--- config.mk ---
export PLATFORM = sky130hd
export DESIGN_NAME = servo_bus_packet_framer_core
export DESIGN_NICKNAME = d
export VERILOG_FILES = /design/src/rtl/sbpf_pkg.sv /design/src/rtl/sbpf_front.sv /design/src/rtl/sbpf_fifo.sv /design/src/rtl/sbpf_back.sv /design/src/rtl/servo_bus_packet_framer_core.sv
export SDC_FILE = /design/constraint.sdc
export NUM_CORES = 1
export LEC_CHECK = 0
export BUFFER_PORTS_ARGS = -buffer_cell sky130_fd_sc_hd__buf_4
export CORE_ASPECT_RATIO = 0.75
export CORE_MARGIN = 2
export CORE_UTILIZATION = 55
export DETAILED_ROUTE_END_ITERATION = 7
export PLACE_DENSITY = 0.81
export SYNTH_ARGS = -nofsm -noshare
export SYNTH_HDL_FRONTEND = slang
export SYNTH_SLANG_ARGS = --single-unit
--- constraint.sdc ---
create_clock -name clock -period 5.8 [get_ports clock]
set_input_delay 1.74 -clock clock [delete_from_list [all_inputs] [get_ports clock]]
set_output_delay 1.74 -clock clock [all_outputs]
set_load 0.02 [all_outputs]
--- src/rtl/sbpf_pkg.sv ---
// ----------------------------------------------------------------------------
// sbpf_pkg: shared types and codes for the servo bus packet framer
// Command, status and instruction codes, the front/back queue entry and the
// request packet helpers.
// ----------------------------------------------------------------------------
package sbpf_pkg;

   localparam int QueueDepthDefault = 4;

   typedef logic [2:0] command_type;
   localparam command_type CMD_PING       = 3'd0;
   localparam command_type CMD_READ16     = 3'd1;
   localparam command_type CMD_WRITE8     = 3'd2;
   localparam command_type CMD_WRITE16    = 3'd3;
   localparam command_type CMD_RX_BYTE    = 3'd4;
   localparam command_type CMD_RX_TIMEOUT = 3'd5;

   // request kind as carried in the queue: low bits of a request command
   typedef logic [1:0] req_kind_type;
   localparam req_kind_type REQ_PING    = 2'd0;
   localparam req_kind_type REQ_READ16  = 2'd1;
   localparam req_kind_type REQ_WRITE8  = 2'd2;
   localparam req_kind_type REQ_WRITE16 = 2'd3;

   typedef logic [1:0] status_type;
   localparam status_type STATUS_OK         = 2'd0;
   localparam status_type STATUS_BAD_HEADER = 2'd1;
   localparam status_type STATUS_SHORT      = 2'd2;
   localparam status_type STATUS_TIMEOUT    = 2'd3;

   localparam logic KIND_TX   = 1'b0;
   localparam logic KIND_DONE = 1'b1;

   localparam logic [7:0] HEADER_BYTE  = 8'hFF;
   localparam logic [7:0] INSTR_PING   = 8'h01;
   localparam logic [7:0] INSTR_READ   = 8'h02;
   localparam logic [7:0] INSTR_WRITE  = 8'h03;
   localparam logic [7:0] READ_COUNT   = 8'h02;
   localparam logic [1:0] READ_DATA_BYTES = 2'd2;

   typedef enum logic [2:0] {
      PH_IDLE,
      PH_HDR0,
      PH_HDR1,
      PH_ID,
      PH_LEN,
      PH_BODY
   } rx_phase_type;

   typedef struct packed {
      logic         is_done;
      req_kind_type req;
      logic [7:0]   servo_id;
      logic [7:0]   reg_addr;
      logic [15:0]  write_value;
      logic [7:0]   checksum;
      status_type   status;
      logic [15:0]  read_data;
   } entry_type;

   typedef struct packed {
      logic full;
      logic empty;
   } queue_status_type;

   // length byte: parameter count plus two
   function automatic logic [7:0] pkt_length(input req_kind_type req);
      logic [7:0] len;
      case (req)
         REQ_PING:    len = 8'd2;
         REQ_WRITE16: len = 8'd5;
         default:     len = 8'd4;
      endcase
      return len;
   endfunction

   function automatic logic [7:0] pkt_instr(input req_kind_type req);
      logic [7:0] ins;
      case (req)
         REQ_PING:   ins = INSTR_PING;
         REQ_READ16: ins = INSTR_READ;
         default:    ins = INSTR_WRITE;
      endcase
      return ins;
   endfunction

endpackage

--- src/rtl/sbpf_front.sv ---
// ----------------------------------------------------------------------------
// sbpf_front: request classifier and response deframer
// Accept items, build request descriptors with their checksum and track the
// response header and body; push one queue entry per packet or completion.
// ----------------------------------------------------------------------------
module sbpf_front
   import sbpf_pkg::*;
(
   input  logic             clock,
   input  logic             reset,
   input  logic             req_tvalid,
   output logic             req_tready,
   input  command_type      command,
   input  logic [7:0]       servo_id,
   input  logic [7:0]       reg_addr,
   input  logic [15:0]      write_value,
   input  logic [7:0]       rx_byte,
   input  queue_status_type queue_status,
   output logic             push,
   output entry_type        push_entry
);

   rx_phase_type rx_phase_ff, rx_phase_in;
   logic [1:0]   expected_ff, expected_in;
   logic [7:0]   bytes_left_ff, bytes_left_in;
   logic [7:0]   body_index_ff, body_index_in;
   logic [7:0]   body_length_ff, body_length_in;
   logic [15:0]  data_word_ff, data_word_in;
   logic         header_bad_ff, header_bad_in;

   logic         accept;
   logic         is_request;
   logic [7:0]   bytes_left_dec;
   logic [7:0]   param_sum;
   logic [7:0]   byte_sum;

   assign req_tready     = !queue_status.full;
   assign accept         = req_tvalid && req_tready;
   assign is_request     = !command[2];
   assign bytes_left_dec = bytes_left_ff - 8'd1;

   // checksum over id, length, instruction and parameters
   always_comb begin
      case (req_kind_type'(command[1:0]))
         REQ_READ16:  param_sum = reg_addr + READ_COUNT;
         REQ_WRITE8:  param_sum = reg_addr + write_value[7:0];
         REQ_WRITE16: param_sum = reg_addr + write_value[7:0] + write_value[15:8];
         default:     param_sum = 8'd0;
      endcase
      byte_sum = servo_id + pkt_length(req_kind_type'(command[1:0]))
               + pkt_instr(req_kind_type'(command[1:0])) + param_sum;
   end

   // next state of the response deframer
   always_comb begin
      rx_phase_in = rx_phase_ff;
      if (accept) begin
         if (is_request) begin
            rx_phase_in = PH_HDR0;
         end else begin
            case (command)
               CMD_RX_TIMEOUT: begin
                  rx_phase_in = PH_IDLE;
               end
               CMD_RX_BYTE: begin
                  case (rx_phase_ff)
                     PH_IDLE: rx_phase_in = PH_IDLE;
                     PH_HDR0: rx_phase_in = PH_HDR1;
                     PH_HDR1: rx_phase_in = PH_ID;
                     PH_ID:   rx_phase_in = PH_LEN;
                     PH_LEN: begin
                        if (header_bad_ff || rx_byte == 8'd0) rx_phase_in = PH_IDLE;
                        else rx_phase_in = PH_BODY;
                     end
                     PH_BODY: begin
                        if (bytes_left_dec == 8'd0) rx_phase_in = PH_IDLE;
                     end
                     default: rx_phase_in = PH_IDLE;
                  endcase
               end
               default: rx_phase_in = rx_phase_ff;
            endcase
         end
      end
   end

   // deframer datapath and queue entries
   always_comb begin
      expected_in    = expected_ff;
      bytes_left_in  = bytes_left_ff;
      body_index_in  = body_index_ff;
      body_length_in = body_length_ff;
      data_word_in   = data_word_ff;
      header_bad_in  = header_bad_ff;
      push           = 1'b0;
      push_entry     = '0;
      push_entry.servo_id    = servo_id;
      push_entry.reg_addr    = reg_addr;
      push_entry.write_value = write_value;
      push_entry.req         = req_kind_type'(command[1:0]);
      push_entry.checksum    = ~byte_sum;
      if (accept) begin
         if (is_request) begin
            expected_in    = (command == CMD_READ16) ? READ_DATA_BYTES : 2'd0;
            bytes_left_in  = 8'd0;
            body_index_in  = 8'd0;
            body_length_in = 8'd0;
            data_word_in   = 16'd0;
            header_bad_in  = 1'b0;
            push           = 1'b1;
            push_entry.is_done = KIND_TX;
         end else begin
            case (command)
               CMD_RX_TIMEOUT: begin
                  if (rx_phase_ff != PH_IDLE) begin
                     push               = 1'b1;
                     push_entry.is_done = KIND_DONE;
                     push_entry.status  = STATUS_TIMEOUT;
                  end
               end
               CMD_RX_BYTE: begin
                  case (rx_phase_ff)
                     PH_HDR0, PH_HDR1: begin
                        if (rx_byte != HEADER_BYTE) header_bad_in = 1'b1;
                     end
                     PH_LEN: begin
                        if (header_bad_ff) begin
                           push               = 1'b1;
                           push_entry.is_done = KIND_DONE;
                           push_entry.status  = STATUS_BAD_HEADER;
                        end else begin
                           body_length_in = rx_byte;
                           bytes_left_in  = rx_byte;
                           body_index_in  = 8'd0;
                           data_word_in   = 16'd0;
                           if (rx_byte == 8'd0) begin
                              push               = 1'b1;
                              push_entry.is_done = KIND_DONE;
                              push_entry.status  = STATUS_SHORT;
                           end
                        end
                     end
                     PH_BODY: begin
                        // collect the first two parameters, little-endian
                        if (body_index_ff == 8'd1) data_word_in[7:0] = rx_byte;
                        else if (body_index_ff == 8'd2) data_word_in[15:8] = rx_byte;
                        if (body_index_ff != 8'hFF) body_index_in = body_index_ff + 8'd1;
                        bytes_left_in = bytes_left_dec;
                        if (bytes_left_dec == 8'd0) begin
                           push               = 1'b1;
                           push_entry.is_done = KIND_DONE;
                           if (body_length_ff < 8'(expected_ff) + 8'd2) begin
                              push_entry.status = STATUS_SHORT;
                           end else begin
                              push_entry.status = STATUS_OK;
                              if (expected_ff == READ_DATA_BYTES)
                                 push_entry.read_data = data_word_in;
                           end
                        end
                     end
                     default: push = 1'b0;
                  endcase
               end
               default: push = 1'b0;
            endcase
         end
      end
   end

   always_ff @(posedge clock) begin
      if (reset) begin
         rx_phase_ff    <= PH_IDLE;
         expected_ff    <= 2'd0;
         bytes_left_ff  <= 8'd0;
         body_index_ff  <= 8'd0;
         body_length_ff <= 8'd0;
         data_word_ff   <= 16'd0;
         header_bad_ff  <= 1'b0;
      end else begin
         rx_phase_ff    <= rx_phase_in;
         expected_ff    <= expected_in;
         bytes_left_ff  <= bytes_left_in;
         body_index_ff  <= body_index_in;
         body_length_ff <= body_length_in;
         data_word_ff   <= data_word_in;
         header_bad_ff  <= header_bad_in;
      end
   end

endmodule

--- src/rtl/sbpf_fifo.sv ---
// ----------------------------------------------------------------------------
// sbpf_fifo: entry queue between front and back
// Small register queue; full and empty come from a registered count.
// ----------------------------------------------------------------------------
module sbpf_fifo
   import sbpf_pkg::*;
#(
   parameter int DEPTH = QueueDepthDefault
)
(
   input  logic             clock,
   input  logic             reset,
   input  logic             push,
   input  entry_type        push_entry,
   input  logic             pop,
   output entry_type        pop_entry,
   output queue_status_type queue_status
);

   localparam int PtrWidth = (DEPTH > 1) ? $clog2(DEPTH) : 1;
   localparam int CntWidth = $clog2(DEPTH + 1);
   localparam logic [PtrWidth-1:0] PtrLast = PtrWidth'(DEPTH - 1);
   localparam logic [CntWidth-1:0] CntFull = CntWidth'(DEPTH);
   localparam logic [PtrWidth-1:0] PtrOne  = PtrWidth'(1);
   localparam logic [CntWidth-1:0] CntOne  = CntWidth'(1);

   entry_type             store_ff [DEPTH];
   logic [PtrWidth-1:0]   wr_ptr_ff, wr_ptr_in;
   logic [PtrWidth-1:0]   rd_ptr_ff, rd_ptr_in;
   logic [CntWidth-1:0]   count_ff, count_in;
   logic                  do_push, do_pop;

   assign queue_status.full  = (count_ff == CntFull);
   assign queue_status.empty = (count_ff == '0);
   assign do_push   = push && !queue_status.full;
   assign do_pop    = pop && !queue_status.empty;
   assign pop_entry = store_ff[rd_ptr_ff];

   always_comb begin
      wr_ptr_in = wr_ptr_ff;
      rd_ptr_in = rd_ptr_ff;
      count_in  = count_ff;
      if (do_push) wr_ptr_in = (wr_ptr_ff == PtrLast) ? '0 : wr_ptr_ff + PtrOne;
      if (do_pop)  rd_ptr_in = (rd_ptr_ff == PtrLast) ? '0 : rd_ptr_ff + PtrOne;
      if (do_push && !do_pop) count_in = count_ff + CntOne;
      else if (do_pop && !do_push) count_in = count_ff - CntOne;
   end

   always_ff @(posedge clock) begin
      if (do_push) store_ff[wr_ptr_ff] <= push_entry;
   end

   always_ff @(posedge clock) begin
      if (reset) begin
         wr_ptr_ff <= '0;
         rd_ptr_ff <= '0;
         count_ff  <= '0;
      end else begin
         wr_ptr_ff <= wr_ptr_in;
         rd_ptr_ff <= rd_ptr_in;
         count_ff  <= count_in;
      end
   end

endmodule

--- src/rtl/sbpf_back.sv ---
// ----------------------------------------------------------------------------
// sbpf_back: packet serializer and result register
// Walk a request entry byte by byte, or pass a completion, into the
// registered result stage.
// ----------------------------------------------------------------------------
module sbpf_back
   import sbpf_pkg::*;
(
   input  logic             clock,
   input  logic             reset,
   input  entry_type        entry,
   input  queue_status_type queue_status,
   output logic             pop,
   output logic             rsp_tvalid,
   input  logic             rsp_tready,
   output logic             result_kind,
   output logic [7:0]       tx_byte,
   output logic             last_byte,
   output status_type       status,
   output logic [15:0]      read_data
);

   logic [3:0]  byte_idx_ff, byte_idx_in;
   logic        valid_ff, valid_in;
   logic        kind_ff, kind_in;
   logic [7:0]  tx_ff, tx_in;
   logic        last_ff, last_in;
   status_type  status_ff, status_in;
   logic [15:0] data_ff, data_in;

   logic        load;
   logic        go;
   logic [3:0]  last_idx;
   logic [7:0]  cur_byte;
   logic        at_last;

   assign load = !valid_ff || rsp_tready;
   assign go   = load && !queue_status.empty;

   always_comb begin
      case (entry.req)
         REQ_PING:    last_idx = 4'd5;
         REQ_WRITE16: last_idx = 4'd8;
         default:     last_idx = 4'd7;
      endcase
   end

   assign at_last = (byte_idx_ff == last_idx);

   // pick the packet byte at the current index
   always_comb begin
      case (byte_idx_ff)
         4'd0, 4'd1: cur_byte = HEADER_BYTE;
         4'd2:       cur_byte = entry.servo_id;
         4'd3:       cur_byte = pkt_length(entry.req);
         4'd4:       cur_byte = pkt_instr(entry.req);
         4'd5:       cur_byte = entry.reg_addr;
         4'd6:       cur_byte = (entry.req == REQ_READ16) ? READ_COUNT
                                                         : entry.write_value[7:0];
         4'd7:       cur_byte = entry.write_value[15:8];
         default:    cur_byte = 8'd0;
      endcase
      if (at_last) cur_byte = entry.checksum;
   end

   always_comb begin
      byte_idx_in = byte_idx_ff;
      valid_in    = valid_ff;
      kind_in     = kind_ff;
      tx_in       = tx_ff;
      last_in     = last_ff;
      status_in   = status_ff;
      data_in     = data_ff;
      pop         = 1'b0;
      if (go) begin
         valid_in = 1'b1;
         if (entry.is_done) begin
            kind_in   = KIND_DONE;
            tx_in     = 8'd0;
            last_in   = 1'b0;
            status_in = entry.status;
            data_in   = entry.read_data;
            pop       = 1'b1;
         end else begin
            kind_in   = KIND_TX;
            tx_in     = cur_byte;
            last_in   = at_last;
            status_in = STATUS_OK;
            data_in   = 16'd0;
            if (at_last) begin
               pop         = 1'b1;
               byte_idx_in = 4'd0;
            end else begin
               byte_idx_in = byte_idx_ff + 4'd1;
            end
         end
      end else if (load) begin
         valid_in = 1'b0;
      end
   end

   always_ff @(posedge clock) begin
      if (reset) begin
         byte_idx_ff <= 4'd0;
         valid_ff    <= 1'b0;
      end else begin
         byte_idx_ff <= byte_idx_in;
         valid_ff    <= valid_in;
      end
   end

   always_ff @(posedge clock) begin
      kind_ff   <= kind_in;
      tx_ff     <= tx_in;
      last_ff   <= last_in;
      status_ff <= status_in;
      data_ff   <= data_in;
   end

   assign rsp_tvalid  = valid_ff;
   assign result_kind = kind_ff;
   assign tx_byte     = tx_ff;
   assign last_byte   = last_ff;
   assign status      = status_ff;
   assign read_data   = data_ff;

endmodule

--- src/rtl/servo_bus_packet_framer_core.sv ---
// ----------------------------------------------------------------------------
// servo_bus_packet_framer_core: half-duplex servo bus master framer
// Frame ping, read16, write8 and write16 requests into transmit byte runs and
// deframe response bytes into completions with status and read data.
// ----------------------------------------------------------------------------
//
// Channel  Dir  tuser                 tlast       tdata
// req_     in   [2:0] command         -           servo_id, reg_addr, write_value, rx_byte
// rsp_     out  [0] result_kind       last_byte   tx_byte, status, read_data
//
// The front takes one item per clock whenever the entry queue has room; it
// runs the response deframer and builds one queue entry per request packet or
// completion. The back drains one result item per clock, while the result
// side is ready, into the output register; a request packet gives 6, 8 or 9
// transmit bytes, set by the byte serializer. Reset is synchronous and active
// high and empties the queue and deframer. A stalled result side fills the
// queue, then drops req_tready; items already queued are kept in order.
//
module servo_bus_packet_framer_core
   import sbpf_pkg::*;
#(
   parameter int QUEUE_DEPTH = QueueDepthDefault
)
(
   input  logic        clock,
   input  logic        reset,
   input  logic        req_tvalid,
   output logic        req_tready,
   input  logic [2:0]  req_tuser,   // [2:0] command
   input  logic [39:0] req_tdata,   // servo_id, reg_addr, write_value, rx_byte
   output logic        rsp_tvalid,
   input  logic        rsp_tready,
   output logic [0:0]  rsp_tuser,   // [0] result_kind
   output logic        rsp_tlast,   // last_byte
   output logic [31:0] rsp_tdata    // tx_byte, status, read_data, zero pad
);

   queue_status_type queue_status;
   logic             push;
   logic             pop;
   entry_type        push_entry;
   entry_type        pop_entry;
   logic             result_kind;
   logic [7:0]       tx_byte;
   status_type       status;
   logic [15:0]      read_data;

   // classify requests and deframe received bytes
   sbpf_front u_front (
      .clock        (clock),
      .reset        (reset),
      .req_tvalid   (req_tvalid),
      .req_tready   (req_tready),
      .command      (req_tuser),
      .servo_id     (req_tdata[7:0]),
      .reg_addr     (req_tdata[15:8]),
      .write_value  (req_tdata[31:16]),
      .rx_byte      (req_tdata[39:32]),
      .queue_status (queue_status),
      .push         (push),
      .push_entry   (push_entry)
   );

   // decouple the two sides
   sbpf_fifo #(
      .DEPTH (QUEUE_DEPTH)
   ) u_fifo (
      .clock        (clock),
      .reset        (reset),
      .push         (push),
      .push_entry   (push_entry),
      .pop          (pop),
      .pop_entry    (pop_entry),
      .queue_status (queue_status)
   );

   // serialize packets and hand out completions
   sbpf_back u_back (
      .clock        (clock),
      .reset        (reset),
      .entry        (pop_entry),
      .queue_status (queue_status),
      .pop          (pop),
      .rsp_tvalid   (rsp_tvalid),
      .rsp_tready   (rsp_tready),
      .result_kind  (result_kind),
      .tx_byte      (tx_byte),
      .last_byte    (rsp_tlast),
      .status       (status),
      .read_data    (read_data)
   );

   assign rsp_tuser = result_kind;
   assign rsp_tdata = {6'd0, read_data, status, tx_byte};

endmodule
==> flow_metrics.py <==
metrics = {
    "power_and_ir_drop": {
        "p_switching_w": 0.002028,
        "p_comb_share_pct": 25.9,
        "seq_power_share_pct": 44.1,
        "leakagePower_nw": 6.112,
        "power_density_mw_per_mm2": 402.1,
        "power_w": 0.006850,
        "vdd_drop_max_uv": 306.2,
        "cell_internal_pwr_w": 0.004822,
        "p_sw_share_pct": 29.60,
        "power_frac_clock_pct": 30.1,
    },
    "run": {
        "maxCapViolations": 0,
    },
    "clock_network": {
        "holdBufCountCts": 0,
        "clk_pin_slew_ns": 0.06,
        "clock-root-buffer": "clkbuf_16",
        "cts_sinks": 330,
        "clk_latency_ns": 0.54,
        "tritoncts": "done",
        "htreeDepth": 2,
        "clockBufferDepth": 3,
        "cts_buffers": 34,
    },
    "global_route": {
        "antenna_found_initial": 1,
        "track_usage_pct": 22.69,
        "grt_pass1_vias": 8909,
        "grt-ovfl-total": 0,
        "grt_pass1_wl_um": 50010,
        "grt_start_max_net_pins": 45,
    },
    "worst_setup_path": {
        "slowest_stage": "fa_1",
        "crit_buf_inv": 3,
        "cpMostUsedCell": "fa_1",
        "cpPeakStageDelay_ns": 0.55,
        "crit_fanout": 4,
        "cp_top_family": "adder cells",
        "end_kind": "flip-flop",
        "required_ns": 6.07,
        "start_kind": "input pin",
        "path_cells": "buf_4 > ha_1 > fa_1 > inv_1 > fa_2 > xnor2_1 > mux2_2 > a22oi_2 > fa_1 > inv_1 > ha_1 > fa_1 > a21oi_1 > nor2_1 > o21ai_1 > nand2b_1 > a21oi_2 > xnor2_2 > xnor2_2",
        "worst-endpoint-arrival_ns": 5.89,
        "path_class": "in -> reg",
    },
    "sta": {
        "setup_viol": 0,
        "fmax_mhz": 178.0,
        "tightest_slew_ns": 0.8334,
        "hold_violations": 0,
        "clock_skew_ns": 0.03085,
        "drv_slew": 0,
        "timing.final.crit_share_pct": 96.88,
        "slew_headroom_pct": 44.44,
        "period_needed_ns": 5.619,
    },
    "detailed_routing": {
        "postRouteAntennaNets": 0,
        "wl_per_cell_um": 21.47,
        "post-route-drc-count": 0,
        "drt_wl_total_um": 31830,
        "dr.pass1.iters": 5,
        "num_vias": 8918,
        "drtIter0Drc": 843,
        "viasPerCell": 6.013,
    },
    "yosys": {
        "ys_ff_latch": 330,
        "seq_area_frac_synth_pct": 62.67,
        "synthesis.area_mm2": 0.01489,
        "synthCells": 1015,
        "synth-edff-count": 272,
        "synth.top_cell.area_share_pct": 54.87,
        "yosysTopAreaCell": "edfxtp_1",
        "synthFlopType": "edfxtp_1",
        "synthArstFlopShare_pct": 0,
        "syn_area_per_cell_um2": 14.67,
        "synthTopCellsByArea": "edfxtp_1 55%, mux4_2 9.1%, dfxtp_1 7.8%",
        "ys_warn_count": 0,
        "ys_types": 67,
    },
    "final_layout": {
        "final_area_mm2": 0.01704,
        "final_common_cell": "edfxtp_1",
        "fill_cells": 1875,
        "nNetsFinal": 1212,
        "drive_gt1_share_pct": 22.44,
        "fin_cells": 1483,
        "areaGrowthSynthToFinish_pct": 14.45,
        "utilization_pct": 63.55,
        "diodes": 0,
        "layout_common_cells": "272 x edfxtp_1, 108 x buf_4, 80 x nor2_1, 60 x mux4_2, 56 x dfxtp_1",
    },
    "status": {
        "status": "completed",
    },
    "place": {
        "place_area_mm2": 0.01595,
        "hpwl_um": 21010,
        "io_buffers": 76,
        "dpl.cell_count": 1421,
        "gp_congestion": 0.8893,
    },
    "floorplan": {
        "ios": 83,
        "die_x_um": 194.0,
        "start_util_pct": 55.53,
        "core.rowCount": 52,
        "core_mm2": 0.02681,
        "die_h_um": 146.5,
        "die_area_mm2": 0.02841,
    },
    "hold_path": {
        "hold_class": "reg -> reg",
    },
}
==> worst min-delay path, delay by kind of cell, from the launching register on <==
kind               cells  cell delay [ns]
DFF                    1             0.31
and+or+nand+nor        1             0.05
AOI/OAI and AO/OA      1             0.05
==> repair_timing <==
item                                   CTS  global route
setup buffers                            0             2
endpoints found under the hold margin    0             0
setup endpoints to repair                0             4
gates resized for setup                  0             4
==> cell usage after synthesis, drive strengths merged (23+ instances only) <==
library cell / number
dfxtp: 58
nor2: 92
a21oi: 40
ha: 51
nand2: 46
xnor2: 23
mux4: 60
o21ai: 29
mux2i: 31
inv: 30
buf: 27
edfxtp: 272
clkbuf: 33
==> area by class of cell <==
class | instances | area [um2] | share of cell area [%]
Clock buffer | 49 | 907.1 | 5.325
Clock inverter | 11 | 140.1 | 0.8226
Multi-Input combinational cell | 599 | 5209 | 30.57
Inverter | 31 | 116.4 | 0.6830
Sequential cell | 330 | 9334 | 54.79
Tap cell | 351 | 439.2 | 2.578
Timing Repair Buffer | 112 | 890.9 | 5.229
==> logic make-up (layout without fill, tap and decap cells) <==
kind of cell    count (synthesis)  in the layout  synth area share [%]
compound gates                147            147                 6.531
buf+inv                        91            203                 2.774
xor+xnor                       38             38                 2.286
simple gates                  254            254                 9.053
flops                         330            330                 62.67
mux                            96             96                 11.54
other cells                     2              7               0.05045
fa+ha+maj                      57             57                 5.094
==> path summary, 6_finish.rpt <==
| kind | start | endpoint | slack [ns] | cells after the start |
|---|---|---|---|---|
| max | req_tdata[8] | u_fifo.store_ff[0][25] | 0.18 | 19 |
| max reg2reg | flip-flop | u_fifo.count_ff[2] | 2.02 | 12 |
| min | u_front.body_length_ff[1] | u_front.body_length_ff[1] | 0.46 | 2 |
| min reg2reg | u_front.body_length_ff[1] | u_front.body_length_ff[1] | 0.46 | 2 |
==> layer usage <==
layer | vias up | global-route usage [%] | routed length, um
met2 | 370 | 33.93 | 14470
met3 | 59 | 5.128 | 2588
met5 | - | 0 | 13
met4 | 2 | 7.045 | 694
li1 | 4042 | - | -
met1 | 4445 | 33.47 | 14060
==> flip-flops by register name, summed over array words and instances, names as in the netlist, 3 cells and up, named ones only <==
signal,cells
u_back.byte_idx_ff,4
u_back.read_data,16
u_back.tx_byte,8
u_fifo.count_ff,3
u_fifo.store_ff,244
u_front.body_index_ff,8
u_front.body_length_ff,7
u_front.bytes_left_ff,8
u_front.data_word_ff,16
u_front.rx_phase_ff,3
==> power by group through the flow <==
stage,combinational (W),sequential (W),clock (W)
floorplan,0.00106,0.00314,0
global placement,0.00170,0.00306,0
detailed placement,0.00173,0.00307,0
CTS,0.00175,0.00303,0.00209
global route,0.00190,0.00305,0.00218
finish,0.00177,0.00302,0.00206
==> through the flow <==
step / hold slack [ns] / worst slack (ns) / setup TNS, ns
finish: 0.4587 / 0.1809 / 0
detailed placement: 0.4478 / -0.3459 / -1.392
global placement: 0.4386 / -0.2447 / -0.9789
global route: 0.4834 / -0.01010 / -0.03963
floorplan: 0.4288 / 0.03970 / 0
CTS: 0.4597 / 0.1618 / 0
(Power assumes the default switching activity.)
